## src/design/tqw_pkg.sv

```systemverilog
package tqw_pkg;

    localparam int QUEUE_DEPTH = 64;

    // storage geometry
    localparam int ADDR_W = $clog2(QUEUE_DEPTH);
    localparam int OCC_W  = $clog2(QUEUE_DEPTH + 1);
    localparam int TOT_W  = $clog2(QUEUE_DEPTH * 255 + 1);

    // field widths
    localparam int KIND_W   = 2;
    localparam int SIZE_W   = 8;
    localparam int TICKET_W = 16;
    localparam int STATUS_W = 3;
    localparam int GCOUNT_W = 7;
    localparam int MCOUNT_W = 14;

    // operation codes
    localparam logic [KIND_W-1:0] KIND_JOIN     = 2'd0;
    localparam logic [KIND_W-1:0] KIND_SERVE    = 2'd1;
    localparam logic [KIND_W-1:0] KIND_WITHDRAW = 2'd2;
    localparam logic [KIND_W-1:0] KIND_NOP      = 2'd3;

    // result status codes
    localparam logic [STATUS_W-1:0] ST_OK        = 3'd0;
    localparam logic [STATUS_W-1:0] ST_EMPTY     = 3'd1;
    localparam logic [STATUS_W-1:0] ST_NOT_FOUND = 3'd2;
    localparam logic [STATUS_W-1:0] ST_FULL      = 3'd3;
    localparam logic [STATUS_W-1:0] ST_EXHAUSTED = 3'd4;

    localparam logic [TICKET_W-1:0] TICKET_FIRST = 16'd1;
    localparam logic [TICKET_W-1:0] TICKET_LAST  = 16'hFFFF;

    typedef struct packed {
        logic [KIND_W-1:0]   kind;
        logic [SIZE_W-1:0]   group_size;
        logic [TICKET_W-1:0] ticket;
    } req_item_t;

    typedef struct packed {
        logic [STATUS_W-1:0] status;
        logic [TICKET_W-1:0] result_ticket;
        logic [GCOUNT_W-1:0] group_count;
        logic [MCOUNT_W-1:0] member_count;
    } rsp_item_t;

    typedef struct packed {
        logic [TICKET_W-1:0] ticket;
        logic [SIZE_W-1:0]   size;
    } entry_t;

    localparam int ENTRY_W = $bits(entry_t);

    // circular pointer step with wrap at any depth
    function automatic logic [ADDR_W-1:0] ptr_inc(input logic [ADDR_W-1:0] p);
        return (p == ADDR_W'(QUEUE_DEPTH - 1)) ? '0 : p + 1'b1;
    endfunction

    function automatic logic [ADDR_W-1:0] ptr_dec(input logic [ADDR_W-1:0] p);
        return (p == '0) ? ADDR_W'(QUEUE_DEPTH - 1) : p - 1'b1;
    endfunction

endpackage

```

## src/design/tqw_ram.sv

```systemverilog
module tqw_ram #(
    parameter int DEPTH = 2,
    parameter int WIDTH = 1,
    localparam int AW = $clog2(DEPTH)
) (
    input  logic             clk,
    input  logic             wr_en,
    input  logic [AW-1:0]    wr_addr,
    input  logic [WIDTH-1:0] wr_data,
    input  logic             rd_en,
    input  logic [AW-1:0]    rd_addr,
    output logic [WIDTH-1:0] rd_data
);

    logic [WIDTH-1:0] mem_reg [DEPTH];
    logic [WIDTH-1:0] rd_data_reg;

    always_ff @(posedge clk)
    begin
        if (wr_en)
        begin
            mem_reg[wr_addr] <= wr_data;
        end
        if (rd_en)
        begin
            rd_data_reg <= mem_reg[rd_addr];
        end
    end

    assign rd_data = rd_data_reg;

endmodule

```

## src/design/ticket_queue_with_withdrawal_core.sv

```systemverilog
// channel | signals                    | direction | contents
// --------+----------------------------+-----------+------------------------------------
// req     | req_valid, req_ready, req  | in        | kind, group_size, ticket
// rsp     | rsp_valid, rsp_ready, rsp  | out       | status, result_ticket, counts
//
// sequencing: no-op, full, empty and first join finish straight from idle, join and serve
//   pass through S_JOIN or S_SERVE, withdraw scans from the head to the match and then
//   shifts each entry behind it toward the head, one entry ram read and one write per cycle
// reset: rst_n clears pointers, counts and control; the entry ram is not cleared
// stalls: a finished item waits in the rsp register; a following item is taken while
//   it waits, and parks its result in S_RESP until the register frees up

module ticket_queue_with_withdrawal_core (
    input  logic                clk,
    input  logic                rst_n,
    input  logic                req_valid,
    output logic                req_ready,
    input  tqw_pkg::req_item_t  req,
    output logic                rsp_valid,
    input  logic                rsp_ready,
    output tqw_pkg::rsp_item_t  rsp
);

    // one-hot sequencer states
    typedef enum logic [5:0] {
        S_IDLE  = 6'b000001,
        S_JOIN  = 6'b000010,
        S_SERVE = 6'b000100,
        S_SCAN  = 6'b001000,
        S_SHIFT = 6'b010000,
        S_RESP  = 6'b100000
    } state_t;

    state_t state_reg, state_next;

    // queue lives in a circular buffer: head is the oldest entry, tail the next free slot
    logic [tqw_pkg::ADDR_W-1:0] head_reg, head_next;
    logic [tqw_pkg::ADDR_W-1:0] tail_reg, tail_next;
    logic [tqw_pkg::OCC_W-1:0]  occ_reg, occ_next;
    logic [tqw_pkg::TOT_W-1:0]  total_reg, total_next;

    // scan / shift walk: data_ptr is the slot whose data is on the ram output
    logic [tqw_pkg::ADDR_W-1:0] data_ptr_reg, data_ptr_next;
    logic [tqw_pkg::ADDR_W-1:0] hole_reg, hole_next;
    logic [tqw_pkg::ADDR_W-1:0] nxt_ptr;

    // captured request fields
    logic [tqw_pkg::TICKET_W-1:0] want_reg, want_next;
    logic [tqw_pkg::SIZE_W-1:0]   size_reg, size_next;

    // result waiting for the output register
    logic [tqw_pkg::STATUS_W-1:0] pend_status_reg, pend_status_next;
    logic [tqw_pkg::TICKET_W-1:0] pend_ticket_reg, pend_ticket_next;

    logic                rsp_valid_reg, rsp_valid_next;
    tqw_pkg::rsp_item_t  rsp_reg, rsp_next;

    // finishing item
    logic                         fin;
    logic [tqw_pkg::STATUS_W-1:0] fin_status;
    logic [tqw_pkg::TICKET_W-1:0] fin_ticket;

    // entry ram
    logic                       ram_wr_en;
    logic [tqw_pkg::ADDR_W-1:0] ram_wr_addr;
    tqw_pkg::entry_t            ram_wr_data;
    logic                       ram_rd_en;
    logic [tqw_pkg::ADDR_W-1:0] ram_rd_addr;
    tqw_pkg::entry_t            ram_rd_data;

    tqw_ram #(
        .DEPTH (tqw_pkg::QUEUE_DEPTH),
        .WIDTH (tqw_pkg::ENTRY_W)
    ) u_entry_ram (
        .clk     (clk),
        .wr_en   (ram_wr_en),
        .wr_addr (ram_wr_addr),
        .wr_data (ram_wr_data),
        .rd_en   (ram_rd_en),
        .rd_addr (ram_rd_addr),
        .rd_data (ram_rd_data)
    );

    // counts are masked to the field widths, zero-extended when narrower
    function automatic logic [tqw_pkg::GCOUNT_W-1:0] gcount_field(
        input logic [tqw_pkg::OCC_W-1:0] v
    );
        logic [tqw_pkg::OCC_W+tqw_pkg::GCOUNT_W-1:0] w;
        w = {{tqw_pkg::GCOUNT_W{1'b0}}, v};
        return w[tqw_pkg::GCOUNT_W-1:0];
    endfunction

    function automatic logic [tqw_pkg::MCOUNT_W-1:0] mcount_field(
        input logic [tqw_pkg::TOT_W-1:0] v
    );
        logic [tqw_pkg::TOT_W+tqw_pkg::MCOUNT_W-1:0] w;
        w = {{tqw_pkg::MCOUNT_W{1'b0}}, v};
        return w[tqw_pkg::MCOUNT_W-1:0];
    endfunction

    assign nxt_ptr   = tqw_pkg::ptr_inc(data_ptr_reg);
    assign req_ready = (state_reg == S_IDLE);
    assign rsp_valid = rsp_valid_reg;
    assign rsp       = rsp_reg;

    always_comb
    begin
        state_next       = state_reg;
        head_next        = head_reg;
        tail_next        = tail_reg;
        occ_next         = occ_reg;
        total_next       = total_reg;
        data_ptr_next    = data_ptr_reg;
        hole_next        = hole_reg;
        want_next        = want_reg;
        size_next        = size_reg;
        pend_status_next = pend_status_reg;
        pend_ticket_next = pend_ticket_reg;
        rsp_valid_next   = rsp_valid_reg && !rsp_ready;
        rsp_next         = rsp_reg;

        fin        = 1'b0;
        fin_status = tqw_pkg::ST_OK;
        fin_ticket = '0;

        ram_wr_en   = 1'b0;
        ram_wr_addr = tail_reg;
        ram_wr_data = '0;
        ram_rd_en   = 1'b0;
        ram_rd_addr = head_reg;

        case (state_reg)
            S_IDLE:
            begin
                if (req_valid)
                begin
                    want_next = req.ticket;
                    size_next = req.group_size;
                    case (req.kind)
                        tqw_pkg::KIND_JOIN:
                        begin
                            if (occ_reg == tqw_pkg::OCC_W'(tqw_pkg::QUEUE_DEPTH))
                            begin
                                fin        = 1'b1;
                                fin_status = tqw_pkg::ST_FULL;
                            end
                            else if (occ_reg == '0)
                            begin
                                // empty queue always restarts numbering
                                ram_wr_en          = 1'b1;
                                ram_wr_addr        = tail_reg;
                                ram_wr_data.ticket = tqw_pkg::TICKET_FIRST;
                                ram_wr_data.size   = req.group_size;
                                tail_next          = tqw_pkg::ptr_inc(tail_reg);
                                occ_next           = occ_reg + 1'b1;
                                total_next         = total_reg
                                                   + tqw_pkg::TOT_W'(req.group_size);
                                fin                = 1'b1;
                                fin_ticket         = tqw_pkg::TICKET_FIRST;
                            end
                            else
                            begin
                                // fetch the tail entry's ticket
                                ram_rd_en   = 1'b1;
                                ram_rd_addr = tqw_pkg::ptr_dec(tail_reg);
                                state_next  = S_JOIN;
                            end
                        end
                        tqw_pkg::KIND_SERVE:
                        begin
                            if (occ_reg == '0)
                            begin
                                fin        = 1'b1;
                                fin_status = tqw_pkg::ST_EMPTY;
                            end
                            else
                            begin
                                ram_rd_en   = 1'b1;
                                ram_rd_addr = head_reg;
                                state_next  = S_SERVE;
                            end
                        end
                        tqw_pkg::KIND_WITHDRAW:
                        begin
                            if (occ_reg == '0)
                            begin
                                fin        = 1'b1;
                                fin_status = tqw_pkg::ST_NOT_FOUND;
                            end
                            else
                            begin
                                ram_rd_en     = 1'b1;
                                ram_rd_addr   = head_reg;
                                data_ptr_next = head_reg;
                                state_next    = S_SCAN;
                            end
                        end
                        default:
                        begin
                            // no-op kind
                            fin = 1'b1;
                        end
                    endcase
                end
            end

            S_JOIN:
            begin
                if (ram_rd_data.ticket == tqw_pkg::TICKET_LAST)
                begin
                    fin        = 1'b1;
                    fin_status = tqw_pkg::ST_EXHAUSTED;
                end
                else
                begin
                    ram_wr_en          = 1'b1;
                    ram_wr_addr        = tail_reg;
                    ram_wr_data.ticket = ram_rd_data.ticket + 1'b1;
                    ram_wr_data.size   = size_reg;
                    tail_next          = tqw_pkg::ptr_inc(tail_reg);
                    occ_next           = occ_reg + 1'b1;
                    total_next         = total_reg + tqw_pkg::TOT_W'(size_reg);
                    fin                = 1'b1;
                    fin_ticket         = ram_rd_data.ticket + 1'b1;
                end
            end

            S_SERVE:
            begin
                head_next  = tqw_pkg::ptr_inc(head_reg);
                occ_next   = occ_reg - 1'b1;
                total_next = total_reg - tqw_pkg::TOT_W'(ram_rd_data.size);
                fin        = 1'b1;
                fin_ticket = ram_rd_data.ticket;
            end

            S_SCAN:
            begin
                // compare the slot on the ram output while fetching the next one
                ram_rd_en   = 1'b1;
                ram_rd_addr = nxt_ptr;
                if (ram_rd_data.ticket == want_reg)
                begin
                    total_next = total_reg - tqw_pkg::TOT_W'(ram_rd_data.size);
                    if (nxt_ptr == tail_reg)
                    begin
                        // match is the last entry: just pull the tail back
                        tail_next  = data_ptr_reg;
                        occ_next   = occ_reg - 1'b1;
                        fin        = 1'b1;
                        fin_ticket = want_reg;
                    end
                    else
                    begin
                        hole_next     = data_ptr_reg;
                        data_ptr_next = nxt_ptr;
                        state_next    = S_SHIFT;
                    end
                end
                else if (nxt_ptr == tail_reg)
                begin
                    fin        = 1'b1;
                    fin_status = tqw_pkg::ST_NOT_FOUND;
                end
                else
                begin
                    data_ptr_next = nxt_ptr;
                end
            end

            S_SHIFT:
            begin
                // move one entry toward the head per cycle, closing the gap
                ram_wr_en   = 1'b1;
                ram_wr_addr = hole_reg;
                ram_wr_data = ram_rd_data;
                hole_next   = data_ptr_reg;
                if (nxt_ptr == tail_reg)
                begin
                    tail_next  = data_ptr_reg;
                    occ_next   = occ_reg - 1'b1;
                    fin        = 1'b1;
                    fin_ticket = want_reg;
                end
                else
                begin
                    ram_rd_en     = 1'b1;
                    ram_rd_addr   = nxt_ptr;
                    data_ptr_next = nxt_ptr;
                end
            end

            S_RESP:
            begin
                fin        = 1'b1;
                fin_status = pend_status_reg;
                fin_ticket = pend_ticket_reg;
            end

            default:
            begin
                state_next = S_IDLE;
            end
        endcase

        // hand the result to the output register or park it
        if (fin)
        begin
            if (!rsp_valid_reg || rsp_ready)
            begin
                rsp_valid_next         = 1'b1;
                rsp_next.status        = fin_status;
                rsp_next.result_ticket = fin_ticket;
                rsp_next.group_count   = gcount_field(occ_next);
                rsp_next.member_count  = mcount_field(total_next);
                state_next             = S_IDLE;
            end
            else
            begin
                pend_status_next = fin_status;
                pend_ticket_next = fin_ticket;
                state_next       = S_RESP;
            end
        end
    end

    always_ff @(posedge clk or negedge rst_n)
    begin
        if (!rst_n)
        begin
            state_reg     <= S_IDLE;
            head_reg      <= '0;
            tail_reg      <= '0;
            occ_reg       <= '0;
            total_reg     <= '0;
            rsp_valid_reg <= 1'b0;
        end
        else
        begin
            state_reg     <= state_next;
            head_reg      <= head_next;
            tail_reg      <= tail_next;
            occ_reg       <= occ_next;
            total_reg     <= total_next;
            rsp_valid_reg <= rsp_valid_next;
        end
    end

    always_ff @(posedge clk)
    begin
        data_ptr_reg    <= data_ptr_next;
        hole_reg        <= hole_next;
        want_reg        <= want_next;
        size_reg        <= size_next;
        pend_status_reg <= pend_status_next;
        pend_ticket_reg <= pend_ticket_next;
        rsp_reg         <= rsp_next;
    end

    // occupancy never exceeds the buffer
    a_occ_bound: assert property (@(posedge clk) disable iff (!rst_n)
        occ_reg <= tqw_pkg::OCC_W'(tqw_pkg::QUEUE_DEPTH))
        else $error("occupancy above depth");

    // pointers meet whenever the queue is empty or full
    a_ptr_occ: assert property (@(posedge clk) disable iff (!rst_n)
        (head_reg != tail_reg) |->
        (occ_reg != '0 && occ_reg != tqw_pkg::OCC_W'(tqw_pkg::QUEUE_DEPTH)))
        else $error("head/tail out of step with occupancy");

    // an empty queue holds no members
    a_empty_total: assert property (@(posedge clk) disable iff (!rst_n)
        (occ_reg == '0) |-> (total_reg == '0))
        else $error("member total left over on empty queue");

    // shift never reads the slot it writes
    a_ram_collide: assert property (@(posedge clk) disable iff (!rst_n)
        (ram_wr_en && ram_rd_en) |-> (ram_wr_addr != ram_rd_addr))
        else $error("entry ram read and write at the same slot");

    // failures carry no ticket
    a_fail_ticket: assert property (@(posedge clk) disable iff (!rst_n)
        (rsp_valid && rsp.status != tqw_pkg::ST_OK) |-> (rsp.result_ticket == '0))
        else $error("ticket reported on failed item");

endmodule

```

## config.mk

```make
export PLATFORM = sky130hd
export DESIGN_NAME = ticket_queue_with_withdrawal_core
export DESIGN_NICKNAME = d
export VERILOG_FILES = /design/src/design/tqw_pkg.sv /design/src/design/tqw_ram.sv /design/src/design/ticket_queue_with_withdrawal_core.sv
export SDC_FILE = /design/constraint.sdc
export NUM_CORES = 2
export LEC_CHECK = 0
export BUFFER_PORTS_ARGS = -buffer_cell sky130_fd_sc_hd__buf_4
export CAP_MARGIN = 0
export CORE_AREA = 2 2 376 378
export DETAILED_ROUTE_END_ITERATION = 7
export DIE_AREA = 0 0 378 380
export GPL_TIMING_DRIVEN = 1
export PLACE_DENSITY = 0.62
export SLEW_MARGIN = 20
export SYNTH_ARGS = -nofsm -noshare
export SYNTH_HDL_FRONTEND = slang
export SYNTH_HIERARCHICAL = 1
export SYNTH_SLANG_ARGS = --single-unit
```

## constraint.sdc

```tcl
create_clock -name clk -period 12.3 [get_ports clk]
set_input_delay 0.615 -clock clk [delete_from_list [all_inputs] [get_ports clk]]
set_output_delay 0.615 -clock clk [all_outputs]
set_load 0.05 [all_outputs]
```

==> run summary <==
WS Path Type = flip-flop to flip-flop
Worst Hold Class = primary input to flip-flop
H-tree Lvls = 4
Die ar. = 144000 µm²
clock slew at reported path FFs = 60 ps
CORE AREA = 139000 µm²
Routed Antenna Nets = 0
GR Util All Layers = 25.2%
clock sinks = 1695
area of the multi-input gates = 16600 µm²
Yosys reg bits = 1695
layout net count = 3786
Synth top area share = 72.9%
Final Hold Vio Count = 0
RSZ-0062 raised after global routing = no
Worst R2R Start = data_ptr_reg[0]
Net Switching = 4.77 mW
antenna violations before repair = 2
Final HPWL DP = 106000 µm
synth top area cells = edfxtp_1 (73%), mux4_2 (12%), mux2i_1 (1.6%)
Critical Path Fanout Max = 39
combinational share of power = 25.8%
Primary FF master, synth = edfxtp_1
clock skew = 39.7 ps
Worst slew margin = 21.9%
HP Start = rsp_ready
row cnt = 137
DRT iter0 DRCs = 4790
cts hold-fix bufs = 25
max reg flops = 1536
largest net degree at the start of global routing = 102
Setup TNS = 0 ps
Synth Warn # = 6
clk buf depth = 3
utilization after layout = 55.2%
CTS Root Cell = clkbuf_16
Finished Layout Cells = 5744
worst slack, placed = 5500 ps
Mean Syn Cell Area = 19.4 µm²
Clock power frac = 31.2%
port buffer count = 71
grt total ovfl = 0
met2 wire len = 85700 µm
final worst-path cycle share = 55.3%
top sig layer = met5
leak pwr = 24.6 nW
first-pass GRT wire length = 258000 µm
CTS-repair resized insts = 0
Pwr Density = 206 nW/µm²
post-synthesis cell area = 68200 µm²
Post-Syn Instances = 3514
met1 wire length = 73900 µm
P_int = 11.1 mW
Via density = 6.27
buffer count from post-CTS setup fixing = 0
met3 WL = 14500 µm
Max Cap Viol = 0
Worst EP arrival = 7360 ps
clk_lat worst skew = 820 ps
sequential cell area fraction in the yosys report = 74.4%
DR WL/cell = 31.3 µm
count of cell types in the netlist = 89
final worst slack = 5490 ps
Post-synth ARST share = 2.36%
syn_nets = 3582
drt drc = 0
area leader, netlist = edfxtp_1
Worst setup EP type = flip-flop
sequential power share = 43.1%
ratio of cells with drive above 1 in the final layout = 25.0%
# IOs = 72
via count = 36.0k
register area = 50700 µm²
Die W = 378 µm
FF-to-FF End = u_entry_ram/rd_data[2]
Max VDD drop = 0.000176 V
CTS Buf Count = 170
TritonCTS clock tree = built
initial core utilization = 49.0%
Slew Viols, Final = 0
Vert. Die Dim = 380 µm
Routed WL = 180000 µm
status = complete, no violations
Worst R2R Path Depth = 14
Area Growth Syn to Fin = 12.8%
worst setup path end = u_entry_ram/rd_data[2]
slew at the pin closest to its max-slew limit = 1170 ps
CP Data Required Time = 12860 ps
R2R Setup Slk = 5490 ps
DR pass1 iterations = 6
Sw Share = 30.1%
CP Launch Type = flip-flop
Final min period = 6810 ps
vias in the first global route = 35.2k
Critical Path Source = data_ptr_reg[0]
final setup violation count = 0
placed cells = 5396
layout filler cell count = 10.6k
number of synthesized flops with an enable pin = 1655
maximum clock rate = 147 MHz
Placer Congestion = 0.894
cells by family (layout without fill, tap and decap cells):
family / Yosys count / in the layout / share of synthesized area [%]
other cells: 0 / 5 / 0
fa+ha+maj: 38 / 38 / 0.731
xor+xnor: 48 / 48 / 0.628
compound gates: 454 / 454 / 4.71
simple gates: 537 / 537 / 3.77
flops: 1695 / 1695 / 74.4
buf+inv: 236 / 585 / 1.75
mux: 506 / 506 / 14.0
routing by layer:
metal  global-route usage (%)  vias to the layer above
met5                        0                        -
met3                     4.14                      286
met4                     7.87                        2
met2                     39.7                     1618
met1                     36.5                    19156
li1                         -                    14970
cell usage after synthesis, types with 35 or more instances:
cell type	count
mux4_2	356
nand2_1	171
buf_2	59
o21ai_0	76
a221oi_1	63
nor2_1	153
mux2_2	38
o22ai_1	46
nand3_1	55
a21oi_1	48
inv_1	36
mux2i_1	112
dfrtp_1	39
ha_1	35
xnor2_1	36
a22oi_1	44
clkbuf_1	82
edfxtp_1	1655
final cells by class:
cell class,instances,share of cell area (%)
clock buffers,218,5.77
repair buffers,228,2.36
well taps,1876,3.05
inverters,40,0.207
diodes,5,0.0163
flip-flops and latches,1695,65.9
clock inverters,99,1.07
multi-input cells,1583,21.6
worst min-delay path by stage:
stage | cells after the start | end | slack [ps]
after global routing | 3 | state_reg[5] | 130
after floorplan | 0 | head_reg[0] | 320
after detailed placement | 1 | total_reg[13] | 460
final | 3 | state_reg[5] | 140
after global placement | 1 | total_reg[13] | 460
after CTS | 3 | state_reg[5] | 80
metrics by stage:
step / total power [mW] / instance area [µm²] / hold slack (ps)
floorplan: 9.81 / 68200 / 319
global placement: 11.0 / 71300 / 460
detailed placement: 11.0 / 71300 / 461
CTS: 16.0 / 76800 / 83.8
global route: 16.4 / 76900 / 132
finish: 15.9 / 76900 / 137
critical path: stages, from the launching register on:
cell and delay (ps):
edfxtp_1 530, ha_1 390, xor2_1 170, a21oi_1 150, nand3_1 90, or4_4 560, or2_1 370, o22ai_2 380
a221o_4 820, buf_4 740, buf_4 630, mux4_2 570, a22oi_1 500, nand2_1 310, and4_1 230
power groups by stage:
stage / clock network (mW) / logic (mW) / registers [mW]
6_report: 4.94 / 4.08 / 6.83
5_1_grt: 5.24 / 4.36 / 6.84
4_1_cts: 5.02 / 4.11 / 6.82
3_5_place_dp: 0 / 4.09 / 6.94
3_3_place_gp: 0 / 4.07 / 6.94
2_1_floorplan: 0 / 2.92 / 6.89
cells in the final DEF (no fill, tap or decap), drive strengths merged, types with 11 or more instances in the layout:
cell,synthesis,final
a211oi,11,11
a21oi,50,50
a221oi,63,63
a22oi,44,44
a31oi,23,23
buf,113,203
clkbuf,83,218
clkinv,2,83
dfrtp,39,39
dlygate4sd3,0,25
edfxtp,1655,1655
ha,35,35
inv,38,42
mux2,38,38
mux2i,112,112
mux4,356,356
nand2,171,171
nand2b,16,16
nand3,55,55
nand3b,11,11
nand4,14,14
nor2,154,154
nor2b,15,15
nor3,19,19
nor4,12,12
o2111ai,13,13
o211ai,11,11
o21a,22,22
o21ai,85,85
o22ai,47,47
or2,15,15
or3,12,12
xnor2,37,37
xor2,11,11
Power figures use the tool's default switching activity.
